--- src/rtl/core/lnl_pkg.sv ---
// ----------------------------------------------------------------------------
// lnl_pkg
// Types and constants shared by the LIF neuron layer core.
// ----------------------------------------------------------------------------
package lnl_pkg;

	localparam int SPIKE_IN_W  = 8;
	localparam int SPIKE_OUT_W = 2;
	localparam int WADDR_W     = 4;
	localparam int POT_W       = 16;
	localparam int DECAY_W     = 8;
	localparam int REFR_W      = 8;
	localparam int CFG_IDX_W   = 2;
	localparam int CFG_DATA_W  = 16;
	localparam int S_TDATA_W   = 32;
	localparam int M_TDATA_W   = 8;
	// synaptic sum of up to SPIKE_IN_W weights
	localparam int SUM_W       = POT_W + 3;
	localparam int ACC_W       = POT_W + 4;
	localparam int WT_MAX      = 1 << WADDR_W;

	localparam logic [DECAY_W-1:0]     DECAY_RST = 8'd230;
	localparam logic signed [POT_W-1:0] THR_RST  = 16'sd256;
	localparam logic signed [POT_W-1:0] REST_RST = 16'sd0;
	localparam logic [REFR_W-1:0]      REFR_RST  = 8'd2;

	typedef enum logic [0:0] {
		FUNC_TICK  = 1'b0,
		FUNC_WRITE = 1'b1
	} func_t;

	typedef enum logic [CFG_IDX_W-1:0] {
		REG_DECAY     = 2'd0,
		REG_THRESHOLD = 2'd1,
		REG_REST      = 2'd2,
		REG_REFR      = 2'd3
	} reg_idx_t;

	typedef struct packed {
		logic [DECAY_W-1:0]        decay;
		logic signed [POT_W-1:0]   threshold;
		logic signed [POT_W-1:0]   rest;
		logic [REFR_W-1:0]         refr_ticks;
	} cfg_t;

	typedef struct packed {
		logic                      en;
		logic [WADDR_W-1:0]        addr;
		logic signed [POT_W-1:0]   data;
	} wr_t;

endpackage

--- src/rtl/core/lnl_weight_bank.sv ---
// ----------------------------------------------------------------------------
// lnl_weight_bank
// Synapse weight registers and the per-neuron sum of active input weights.
// ----------------------------------------------------------------------------
module lnl_weight_bank #(
	parameter int INPUT_NEURONS  = 8,
	parameter int OUTPUT_NEURONS = 2
) (
	input  logic                                   clk,
	input  logic                                   arst_n,
	input  lnl_pkg::wr_t                           wr,
	input  logic [lnl_pkg::SPIKE_IN_W-1:0]         spikes,
	output logic signed [lnl_pkg::SUM_W-1:0]       sums [OUTPUT_NEURONS]
);

	localparam int DEPTH  = INPUT_NEURONS * OUTPUT_NEURONS;
	// only addresses reachable by the index field are stored
	localparam int STORE  = (DEPTH < lnl_pkg::WT_MAX) ? DEPTH : lnl_pkg::WT_MAX;
	localparam int ACT_IN = (INPUT_NEURONS < lnl_pkg::SPIKE_IN_W) ?
	                        INPUT_NEURONS : lnl_pkg::SPIKE_IN_W;

	logic signed [lnl_pkg::POT_W-1:0] w_q  [STORE];
	logic signed [lnl_pkg::SUM_W-1:0] term [OUTPUT_NEURONS][ACT_IN];

	always_ff @(posedge clk or negedge arst_n) begin
		if (!arst_n) begin
			for (int k = 0; k < STORE; k++) begin
				w_q[k] <= '0;
			end
		end else begin
			for (int k = 0; k < STORE; k++) begin
				if (wr.en && ({1'b0, wr.addr} == (lnl_pkg::WADDR_W + 1)'(k))) begin
					w_q[k] <= wr.data;
				end
			end
		end
	end

	for (genvar j = 0; j < OUTPUT_NEURONS; j++) begin : g_out
		for (genvar i = 0; i < ACT_IN; i++) begin : g_in
			if (i * OUTPUT_NEURONS + j < STORE) begin : g_used
				assign term[j][i] = spikes[i] ?
					{{(lnl_pkg::SUM_W - lnl_pkg::POT_W){w_q[i*OUTPUT_NEURONS+j][lnl_pkg::POT_W-1]}},
					 w_q[i*OUTPUT_NEURONS+j]} : '0;
			end else begin : g_zero
				assign term[j][i] = '0;
			end
		end

		always_comb begin
			logic signed [lnl_pkg::SUM_W-1:0] acc;
			acc = '0;
			for (int i = 0; i < ACT_IN; i++) begin
				acc = acc + term[j][i];
			end
			sums[j] = acc;
		end
	end

endmodule

--- src/rtl/core/lnl_neuron.sv ---
// ----------------------------------------------------------------------------
// lnl_neuron
// One output neuron: leak, integrate, saturate, fire and refractory count.
// ----------------------------------------------------------------------------
module lnl_neuron (
	input  logic                               clk,
	input  logic                               arst_n,
	input  lnl_pkg::cfg_t                      cfg,
	input  logic                               tick,
	input  logic signed [lnl_pkg::SUM_W-1:0]   syn_sum,
	output logic                               spike
);

	localparam int PROD_W = lnl_pkg::POT_W + lnl_pkg::DECAY_W + 1;
	localparam logic signed [lnl_pkg::ACC_W-1:0] SAT_HI = lnl_pkg::ACC_W'(32767);
	localparam logic signed [lnl_pkg::ACC_W-1:0] SAT_LO = -(lnl_pkg::ACC_W'(32768));

	logic signed [lnl_pkg::POT_W-1:0]  pot_q;
	logic [lnl_pkg::REFR_W-1:0]        refr_q;

	logic signed [PROD_W-1:0]          prod;
	logic signed [lnl_pkg::POT_W-1:0]  leak;
	logic signed [lnl_pkg::ACC_W-1:0]  total;
	logic signed [lnl_pkg::POT_W-1:0]  sat;
	logic                              fire;

	always_comb begin
		prod  = pot_q * $signed({1'b0, cfg.decay});
		// arithmetic shift by 8 gives the floor
		leak  = prod[lnl_pkg::POT_W+lnl_pkg::DECAY_W-1:lnl_pkg::DECAY_W];
		total = {{(lnl_pkg::ACC_W - lnl_pkg::POT_W){leak[lnl_pkg::POT_W-1]}}, leak}
		      + {{(lnl_pkg::ACC_W - lnl_pkg::SUM_W){syn_sum[lnl_pkg::SUM_W-1]}}, syn_sum};
		if (total > SAT_HI) begin
			sat = 16'sh7fff;
		end else if (total < SAT_LO) begin
			sat = 16'sh8000;
		end else begin
			sat = total[lnl_pkg::POT_W-1:0];
		end
		fire  = (refr_q == '0) && (sat > cfg.threshold);
		spike = tick && fire;
	end

	always_ff @(posedge clk or negedge arst_n) begin
		if (!arst_n) begin
			pot_q  <= '0;
			refr_q <= '0;
		end else if (tick) begin
			if (refr_q != '0) begin
				refr_q <= refr_q - 1'b1;
				pot_q  <= cfg.rest;
			end else if (fire) begin
				refr_q <= cfg.refr_ticks;
				pot_q  <= cfg.rest;
			end else begin
				pot_q  <= sat;
			end
		end
	end

endmodule

--- src/rtl/core/lif_neuron_layer_core.sv ---
// ----------------------------------------------------------------------------
// lif_neuron_layer_core
// Layer of leaky integrate-and-fire neurons, Q8.8, stream in / stream out.
// ----------------------------------------------------------------------------
// Accepts one item per cycle. An item is registered on accept and processed
// from that register: a weight write updates the table and gives no result; a
// tick, once the output register is free, updates every neuron and loads the
// spike vector into the output register, which drives m_tvalid. The potential
// update of each neuron (one multiply, an adder tree of up to eight weights
// and a saturate) is combinational. The input stalls only while a result is
// held by m_tready low. Weights reset to zero; configuration takes effect the
// cycle after the write.
module lif_neuron_layer_core #(
	parameter int INPUT_NEURONS  = 8,
	parameter int OUTPUT_NEURONS = 2
) (
	input  logic                                clk,
	input  logic                                arst_n,
	input  logic                                s_tvalid,
	output logic                                s_tready,
	// [7:0] input_spikes, [11:8] weight_index, [27:12] weight_value, zero pad
	input  logic [lnl_pkg::S_TDATA_W-1:0]       s_tdata,
	// [0] func
	input  logic [0:0]                          s_tuser,
	output logic                                m_tvalid,
	input  logic                                m_tready,
	// [1:0] output_spikes, zero pad
	output logic [lnl_pkg::M_TDATA_W-1:0]       m_tdata,
	input  logic                                cfg_we,
	input  logic [lnl_pkg::CFG_IDX_W-1:0]       cfg_index,
	input  logic [lnl_pkg::CFG_DATA_W-1:0]      cfg_wdata
);

	lnl_pkg::cfg_t                         cfg_q;

	logic                                  valid_s1;
	lnl_pkg::func_t                        func_s1;
	logic [lnl_pkg::SPIKE_IN_W-1:0]        spikes_s1;
	logic [lnl_pkg::WADDR_W-1:0]           widx_s1;
	logic signed [lnl_pkg::POT_W-1:0]      wval_s1;

	logic                                  m_valid_q;
	logic [lnl_pkg::SPIKE_OUT_W-1:0]       m_spikes_q;

	logic                                  out_free;
	logic                                  go;
	logic                                  tick;
	lnl_pkg::wr_t                          wr;
	logic signed [lnl_pkg::SUM_W-1:0]      sums [OUTPUT_NEURONS];
	logic [OUTPUT_NEURONS-1:0]             spk;
	logic [lnl_pkg::SPIKE_OUT_W-1:0]       spk_out;

	always_ff @(posedge clk or negedge arst_n) begin
		if (!arst_n) begin
			cfg_q.decay      <= lnl_pkg::DECAY_RST;
			cfg_q.threshold  <= lnl_pkg::THR_RST;
			cfg_q.rest       <= lnl_pkg::REST_RST;
			cfg_q.refr_ticks <= lnl_pkg::REFR_RST;
		end else if (cfg_we) begin
			case (lnl_pkg::reg_idx_t'(cfg_index))
				lnl_pkg::REG_DECAY:     cfg_q.decay      <= cfg_wdata[lnl_pkg::DECAY_W-1:0];
				lnl_pkg::REG_THRESHOLD: cfg_q.threshold  <= cfg_wdata;
				lnl_pkg::REG_REST:      cfg_q.rest       <= cfg_wdata;
				lnl_pkg::REG_REFR:      cfg_q.refr_ticks <= cfg_wdata[lnl_pkg::REFR_W-1:0];
				default: begin
				end
			endcase
		end
	end

	assign out_free = !m_valid_q || m_tready;
	assign go       = valid_s1 && ((func_s1 == lnl_pkg::FUNC_WRITE) || out_free);
	assign s_tready = !valid_s1 || go;
	assign tick     = go && (func_s1 == lnl_pkg::FUNC_TICK);

	always_ff @(posedge clk or negedge arst_n) begin
		if (!arst_n) begin
			valid_s1 <= 1'b0;
		end else if (s_tready) begin
			valid_s1 <= s_tvalid;
		end
	end

	always_ff @(posedge clk) begin
		if (s_tvalid && s_tready) begin
			func_s1   <= lnl_pkg::func_t'(s_tuser);
			spikes_s1 <= s_tdata[7:0];
			widx_s1   <= s_tdata[11:8];
			wval_s1   <= s_tdata[27:12];
		end
	end

	always_comb begin
		wr.en   = go && (func_s1 == lnl_pkg::FUNC_WRITE);
		wr.addr = widx_s1;
		wr.data = wval_s1;
	end

	lnl_weight_bank #(
		.INPUT_NEURONS  (INPUT_NEURONS),
		.OUTPUT_NEURONS (OUTPUT_NEURONS)
	) u_bank (
		.clk    (clk),
		.arst_n (arst_n),
		.wr     (wr),
		.spikes (spikes_s1),
		.sums   (sums)
	);

	for (genvar j = 0; j < OUTPUT_NEURONS; j++) begin : g_neuron
		lnl_neuron u_neuron (
			.clk     (clk),
			.arst_n  (arst_n),
			.cfg     (cfg_q),
			.tick    (tick),
			.syn_sum (sums[j]),
			.spike   (spk[j])
		);
	end

	always_comb begin
		spk_out = '0;
		for (int b = 0; b < lnl_pkg::SPIKE_OUT_W; b++) begin
			if (b < OUTPUT_NEURONS) begin
				spk_out[b] = spk[b];
			end
		end
	end

	always_ff @(posedge clk or negedge arst_n) begin
		if (!arst_n) begin
			m_valid_q <= 1'b0;
		end else if (tick) begin
			m_valid_q <= 1'b1;
		end else if (m_tready) begin
			m_valid_q <= 1'b0;
		end
	end

	always_ff @(posedge clk) begin
		if (tick) begin
			m_spikes_q <= spk_out;
		end
	end

	assign m_tvalid = m_valid_q;
	assign m_tdata  = {{(lnl_pkg::M_TDATA_W - lnl_pkg::SPIKE_OUT_W){1'b0}}, m_spikes_q};

endmodule

--- config.mk ---
export PLATFORM = sky130hd
export DESIGN_NAME = lif_neuron_layer_core
export DESIGN_NICKNAME = d
export VERILOG_FILES = /design/src/rtl/core/lnl_pkg.sv /design/src/rtl/core/lnl_weight_bank.sv /design/src/rtl/core/lnl_neuron.sv /design/src/rtl/core/lif_neuron_layer_core.sv
export SDC_FILE = /design/constraint.sdc
export NUM_CORES = 2
export LEC_CHECK = 0
export BUFFER_PORTS_ARGS = -buffer_cell sky130_fd_sc_hd__clkbuf_2
export CORE_UTILIZATION = 50
export CTS_BUF_LIST = sky130_fd_sc_hd__clkbuf_8
export CTS_CLUSTER_SIZE = 12
export DETAILED_ROUTE_END_ITERATION = 10
export PLACE_DENSITY_LB_ADDON = 0.25
export SYNTH_ARGS = -nofsm -noshare
export SYNTH_HDL_FRONTEND = slang
export SYNTH_HIERARCHICAL = 1
export SYNTH_SLANG_ARGS = --single-unit
--- constraint.sdc ---
create_clock -name clk -period 13.3 [get_ports clk]
set_clock_uncertainty 0.15 [all_clocks]
set_input_delay 1.995 -clock clk [delete_from_list [all_inputs] [get_ports clk]]
set_output_delay 1.995 -clock clk [all_outputs]
set_load 0.005 [all_outputs]
== Word-level counts from Yosys, hierarchy flattened ==
Index checks and enable logic that the tools add are counted.

* Memory bits (writable): 0
* Bits of input ports: 56
* Memories kept: 0
* Bits in registers: 385
* Output and inout bits: 10
* Logic and storage cells: 150
* Bits in latches: 0
* ROM bits: 0

* Shift-type cells: 0
* Mux-type cells: 30
* Bitwise logic cells: 1
* Add/subtract/negate cells: 18
* Reductions and logical operators: 44
* Multiply operators: 2
* Eq/ne operators: 18
* $lt $le $gt $ge: 6
* Div/mod/pow operators: 0

{| class="wikitable"
|+ Operator list
! kind !! count
|-
| 2-to-1 mux 19 bit || 16
|-
| adder 19 bit || 14
|-
| 2-to-1 mux 16 bit || 8
|-
| multiplier 16 x 9 -> 24 bit || 2
|-
| adder 16 x 19 -> 20 bit || 2
|-
| > comparator 20 x 16 -> 1 bit, second input constant || 2
|-
| < comparator 20 x 16 -> 1 bit, second input constant || 2
|-
| equality test 4 bit, second input constant || 8
|-
| > comparator 16 bit || 2
|-
| 2-to-1 mux 8 bit || 4
|-
| logical AND 1 bit || 24
|-
| equality test 4 x 3 -> 1 bit, second input constant || 4
|-
| logical NOT 8 bit || 2
|-
| nonzero test 8 bit || 2
|-
| subtractor 8 x 1 -> 8 bit, second input constant || 2
|-
| AND reduction 2 bit || 6
|-
| equality test 4 x 2 -> 1 bit, second input constant || 2
|-
| nonzero test 2 bit || 3
|-
| equality test 2 bit, second input constant || 2
|-
| equality test 4 x 1 -> 1 bit, second input constant || 1
|-
| logical NOT 4 bit || 1
|-
| logical OR 1 bit || 3
|-
| equality test 2 x 1 -> 1 bit, second input constant || 1
|-
| logical NOT 1 bit || 2
|-
| 3 further kinds || 4
|}

== Depth between registers and ports, before layout ==
* Word-level depth: 16
* Gate-level depth with buffers: 42
* Mapped depth without buffers: 38

== Modules after synthesis ==
Netlist, hierarchy kept.

{| class="wikitable"
|+ Modules (own cells, without submodules)
! module !! instances !! area an instance (µm²) !! cells each !! sequential area each (µm²)
|-
| lnl_weight_bank || 1 || 17426.7 || 1433 || 6406.1
|-
| lnl_neuron at g_neuron[1].u_neuron || 1 || 7118.1 || 862 || 600.6
|-
| lnl_neuron at g_neuron[0].u_neuron || 1 || 7028.0 || 804 || 600.6
|-
| lif_neuron_layer_core || 1 || 2901.5 || 152 || 2190.9
|}

== Worst setup path after synthesis ==
Ideal clock, no wire load.

* Kind: register to register
* Start: reg cfg_q[45] in the netlist's numbering
* End: reg g_neuron[0].u_neuron/refr_q[0] in the netlist's numbering
* Buffers on the path: 4
* Setup time: 0.087 ns
* Clock period less this slack: 9.754 ns
* Cell stages (with the launch flop): 41
* Slack: 3.546 ns
* Data required time: 13.063 ns
* Arrival time: 9.518 ns
* Cells stage by stage: dfstp_2 > clkbuf_1 > nand2_1 > fa_1 > inv_1 > fa_1 > fa_1 > inv_1 > fa_1 > inv_1 > ha_1 > o21a_1 > o21ai_0 > nand2b_1 > a21o_1 > a31oi_1 > o21ai_0 > a21o_1 > [... 5 more ...] > nand2_1 > o21ai_0 > a31oi_2 > a21o_1 > a311o_1 > o41ai_4 > clkbuf_1 > o21ai_0 > ha_1 > and3_1 > a221o_1 > a221oi_1 > o221ai_1 > mux2_2 > a21oi_2 > buf_2 > nand3_1 > o211ai_1

* Word-level cells in the longest chain between the ends: 9
* Elaborated cells on any way between the ends: 10
* Those cells by class: add/sub (1); mul (1); order compare (3); mux (2); reduce/logical (3)

{| class="wikitable"
|+ RTL lines
! element !! line !! source
|-
| start: declaration || lif_neuron_layer_core.sv:34 || <nowiki>lnl_pkg::cfg_t cfg_q;</nowiki>
|-
| multiplier 16 x 9 -> 24 bit * || lnl_neuron.sv:28 || <nowiki>prod = pot_q * $signed({1'b0, cfg.decay});</nowiki>
|-
| adder 16 x 19 -> 20 bit * || lnl_neuron.sv:32 || <nowiki>+ {{(lnl_pkg::ACC_W - lnl_pkg::SUM_W){syn_sum[lnl_pkg::SUM_W-1]}}, syn_sum};</nowiki>
|-
| < comparator 20 x 16 -> 1 bit || lnl_neuron.sv:35 || <nowiki>end else if (total < SAT_LO) begin</nowiki>
|-
| 2-to-1 mux 16 bit || lnl_neuron.sv:35 ||
|-
| 2-to-1 mux 16 bit * || lnl_neuron.sv:33 || <nowiki>if (total > SAT_HI) begin</nowiki>
|-
| > comparator 16 bit * || lnl_neuron.sv:40 || <nowiki>fire = (refr_q == '0) && (sat > cfg.threshold);</nowiki>
|-
| logical AND 1 bit * || lnl_neuron.sv:40 ||
|-
| nonzero test 2 bit (no line) * || n/a ||
|-
| AND reduction 2 bit (no line) * || n/a ||
|-
| end signal: assignment || lnl_neuron.sv:50 || <nowiki>refr_q <= refr_q - 1'b1;</nowiki>
|-
| end signal: assignment || lnl_neuron.sv:53 || <nowiki>refr_q <= cfg.refr_ticks;</nowiki>
|-
| end: declaration || lnl_neuron.sv:19 || <nowiki>logic [lnl_pkg::REFR_W-1:0] refr_q;</nowiki>
|}

Mark *: on every way between the ends. The rest lies on a longest branch, timed or not.
A chain may end at the register's enable or synchronous reset.

== Worst setup path after layout ==
* Start: reg cfg_q[42] in the netlist's numbering
* End: reg g_neuron[0].u_neuron/refr_q[7] in the netlist's numbering

The elaborated chain is that of the path after synthesis.

==> Flow_metrics.wiki <==
{| class="wikitable"
! Metric !! Value
|-
| Run status || completed
|-
| Post-detailed-route via-to-cell ratio || 5.52
|-
| Post-CTS Hold Fix Bufs || 0
|-
| Maximum buffer depth of the clock tree || 3
|-
| Arrival time at the worst endpoint || 12.33 ns
|-
| Most common library cell in the layout ignoring fill and taps || sky130_fd_sc_hd__inv_1
|-
| Count of routing violations after the opening detailed-route iteration || 1217
|-
| Fmax || 83.6 MHz
|-
| Count of max-cap constraint violations || 0
|-
| Average wire per cell in the routed design || 19.3 um
|-
| H-tree levels || 3
|-
| Nature of the critical path startpoint || flop
|-
| Final Slew Violations || 0
|-
| Largest fanout of any net on the critical path || 33
|-
| Commonest register cell after synthesis || sky130_fd_sc_hd__dfrtp_1
|-
| Worst-margin pin slew || 1.32 ns
|-
| Ports placed on the boundary || 66
|-
| Class of the most critical hold timing path || flop to flop
|-
| Top library cells by usage in the layout, fill and taps aside || 519 x sky130_fd_sc_hd__inv_1, 398 x sky130_fd_sc_hd__fa_1, 347 x sky130_fd_sc_hd__dfrtp_1
|-
| Clock tree root buffer cell || sky130_fd_sc_hd__clkbuf_8
|-
| Routability-driven placement congestion ratio || 0.885
|-
| Buffers added on ports || 55
|-
| Slowest cell on the critical path || sky130_fd_sc_hd__dfstp_2
|-
| Pre-Repair DR Iteration Count || 5
|-
| # clock sinks || 385
|-
| Register area share after synthesis || 28.4%
|-
| Setup repair after global routing missed its margin || no
|-
| Aggregate negative setup slack || 0 ns
|-
| Number of synthesized register bits || 385
|-
| Global-route usage over all layers || 24.1%
|-
| Post-synthesis async set-or-reset flop share || 91.9%
|-
| Clock tree from TritonCTS || built
|-
| Total of endpoints with negative setup slack in the final report || 0
|-
| Num CTS Buffers || 68
|-
| Critical path type || flop to flop
|-
| Worst setup path start || cfg_q[42]
|-
| EDFF count, synth || 31
|-
| Proportion of layout cells with a drive suffix above 1 || 15.9%
|-
| Dominant cell type by count on the critical path || sky130_fd_sc_hd__ha_1
|-
| Starting Density || 50.9%
|-
| Via count || 23.1k
|-
| Gate count of the mapped netlist || 3251
|-
| Final #Nets || 3921
|-
| Mean instance size in the synthesized netlist || 10.6 um^2
|-
| Count of yosys warnings during synthesis || 6
|-
| Global-route wire length before repair || 133000 um
|-
| Core ar. || 67800 um^2
|-
| Number of antenna violations at the first check in global routing || 5
|-
| Largest net degree at the start of global routing || 191
|-
| Estimated wirelength of the detail-placed design || 60100 um
|-
| Overall die width || 265 um
|-
| Remaining antenna violation count after routing || 0
|-
| Netlist cell types || 107
|-
| Clk Latency, worst-skew pair || 0.67 ns
|-
| CTS clk-pin slew, worst paths || 0.06 ns
|-
| Headroom to the max-slew limit || 11.6%
|-
| Fin. Hold Viols || 0
|-
| Number of setup buffers added after CTS || 0
|-
| Req. time, crit path || 13.67 ns
|-
| Area delta synth->final || 6.54%
|-
| Remaining routing DRC violations || 0
|-
| Kind of end point of the critical path || flop
|-
| Number of global-route vias before repair || 25.0k
|-
| Peak per-stage delay on the critical path || 1.02 ns
|-
| Antenna diode instance count || 0
|-
| Total global routing overflow || 0
|-
| Start point of the worst min-delay path || u_bank/w_q[60]
|-
| Final clock period utilization by the worst path || 90.0%
|-
| Time the final worst path needs with I/O delays and setup || 11.97 ns
|-
| Die height || 265 um
|-
| Cell Area, Synth || 34500 um^2
|-
| R2r startpoint || cfg_q[42]
|-
| Filler instances || 5920
|-
| DRT Wirelength || 81100 um
|-
| Row Count || 95
|-
| Die footprint || 70000 um^2
|-
| CTS resizes || 0
|}
==> critical path: cells and delay by family (launching register included) <==
kind,cells,cell delay [ns]
simple gates,5,0.71
fa+ha+maj,7,2.94
xor+xnor,1,0.14
buf+inv,1,0.05
compound gates,19,6.49
flops,1,1.02
mux,1,0.35
==> per-layer routing <==
layer / vias to the layer above / global-route usage (%) / wire, um
met3: 125 / 3.52 / 3810
met1: 11900 / 33.1 / 36700
met4: 2 / 6.57 / 1910
li1: 10600 / - / -
met5: - / 0 / 13
met2: 536 / 40.1 / 38700
==> final timing paths <==
check	endpoint	slack, ns	cells after the start
worst max-delay path	g_neuron[0].u_neuron/refr_q[7]	1.33	34
worst min-delay path	u_bank/w_q[60]	0.33	1
worst max register to register	g_neuron[0].u_neuron/refr_q[7]	1.33	34
worst min register to register	u_bank/w_q[60]	0.33	1
max in group asynchronous	u_bank/w_q[31]	10.19	2
min in group asynchronous	g_neuron[0].u_neuron/refr_q[0]	1.21	1
==> synth_stat cells, types with 12 or more instances <==
cell type / instances / area [um^2]
sky130_fd_sc_hd__a211o_1: 17 / 149
sky130_fd_sc_hd__a21o_1: 39 / 293
sky130_fd_sc_hd__a21oi_1: 94 / 470
sky130_fd_sc_hd__a22oi_1: 14 / 105
sky130_fd_sc_hd__and2_1: 317 / 1980
sky130_fd_sc_hd__and3_1: 12 / 75.1
sky130_fd_sc_hd__buf_2: 21 / 105
sky130_fd_sc_hd__buf_4: 12 / 90.1
sky130_fd_sc_hd__buf_6: 15 / 169
sky130_fd_sc_hd__clkbuf_1: 87 / 327
sky130_fd_sc_hd__dfrtp_1: 347 / 8680
sky130_fd_sc_hd__edfxtp_1: 31 / 931
sky130_fd_sc_hd__fa_1: 398 / 7970
sky130_fd_sc_hd__ha_1: 202 / 2530
sky130_fd_sc_hd__inv_1: 496 / 1860
sky130_fd_sc_hd__mux2_1: 20 / 225
sky130_fd_sc_hd__mux2_2: 267 / 3010
sky130_fd_sc_hd__mux2_4: 20 / 300
sky130_fd_sc_hd__nand2_1: 271 / 1020
sky130_fd_sc_hd__nand3_1: 32 / 160
sky130_fd_sc_hd__nand4_1: 13 / 81.3
sky130_fd_sc_hd__nor2_1: 82 / 308
sky130_fd_sc_hd__nor3_1: 15 / 75.1
sky130_fd_sc_hd__o211ai_1: 21 / 158
sky130_fd_sc_hd__o211ai_2: 15 / 188
sky130_fd_sc_hd__o21a_1: 15 / 113
sky130_fd_sc_hd__o21ai_0: 75 / 375
sky130_fd_sc_hd__o311ai_1: 12 / 105
sky130_fd_sc_hd__or3_1: 14 / 87.6
sky130_fd_sc_hd__xnor2_1: 63 / 552
sky130_fd_sc_hd__xor2_1: 34 / 298
==> state kept, by name (all words and copies together) (netlist names) <==
name / flops
u_bank/w_q: 256
cfg_q: 48
g_neuron.u_neuron/pot_q: 32
g_neuron.u_neuron/refr_q: 16
wval_s1: 16
spikes_s1: 8
widx_s1: 4
m_spikes_q: 2
func_s1: 1
m_tvalid: 1
valid_s1: 1
==> cells by family (layout without fill, tap and decap cells) <==
group / Yosys count / count (layout) / share of synthesized area [%]
compound gates: 396 / 396 / 8.19
xor+xnor: 99 / 99 / 2.56
fa+ha+maj: 600 / 600 / 30.4
buf+inv: 639 / 702 / 7.60
flops: 385 / 385 / 28.4
mux: 313 / 313 / 10.4
other cells: 1 / 6 / 0.0109
simple gates: 818 / 818 / 12.4
==> layout make-up <==
class	count	area [um^2]	share of cell area, %
clock buffer	81	1110	3.04
clock inverter	43	270	0.736
inverter	497	1870	5.08
multi-input combinational	2232	22100	60.2
sequential	385	9800	26.7
tap	873	1090	2.97
timing repair buffer	81	493	1.34
==> stage by stage <==
stage                     setup WS (ns)  std cells  hold slack (ns)  area, um^2  utilization, %
after global placement             1.96       4068            0.316       35300            52.2
final                              1.33       4192            0.332       36700            54.2
after floorplan                    3.55       3256            0.306       34500               -
after detailed placement           1.53       4068            0.323       35300            52.2
after global routing              0.781       4192            0.355       36700            54.2
after CTS                          1.49       4192            0.336       36700            54.2
Power is left out: the tool's default activity adds up to more than one toggle a clock period on the data nets, which glitch-free logic cannot reach.
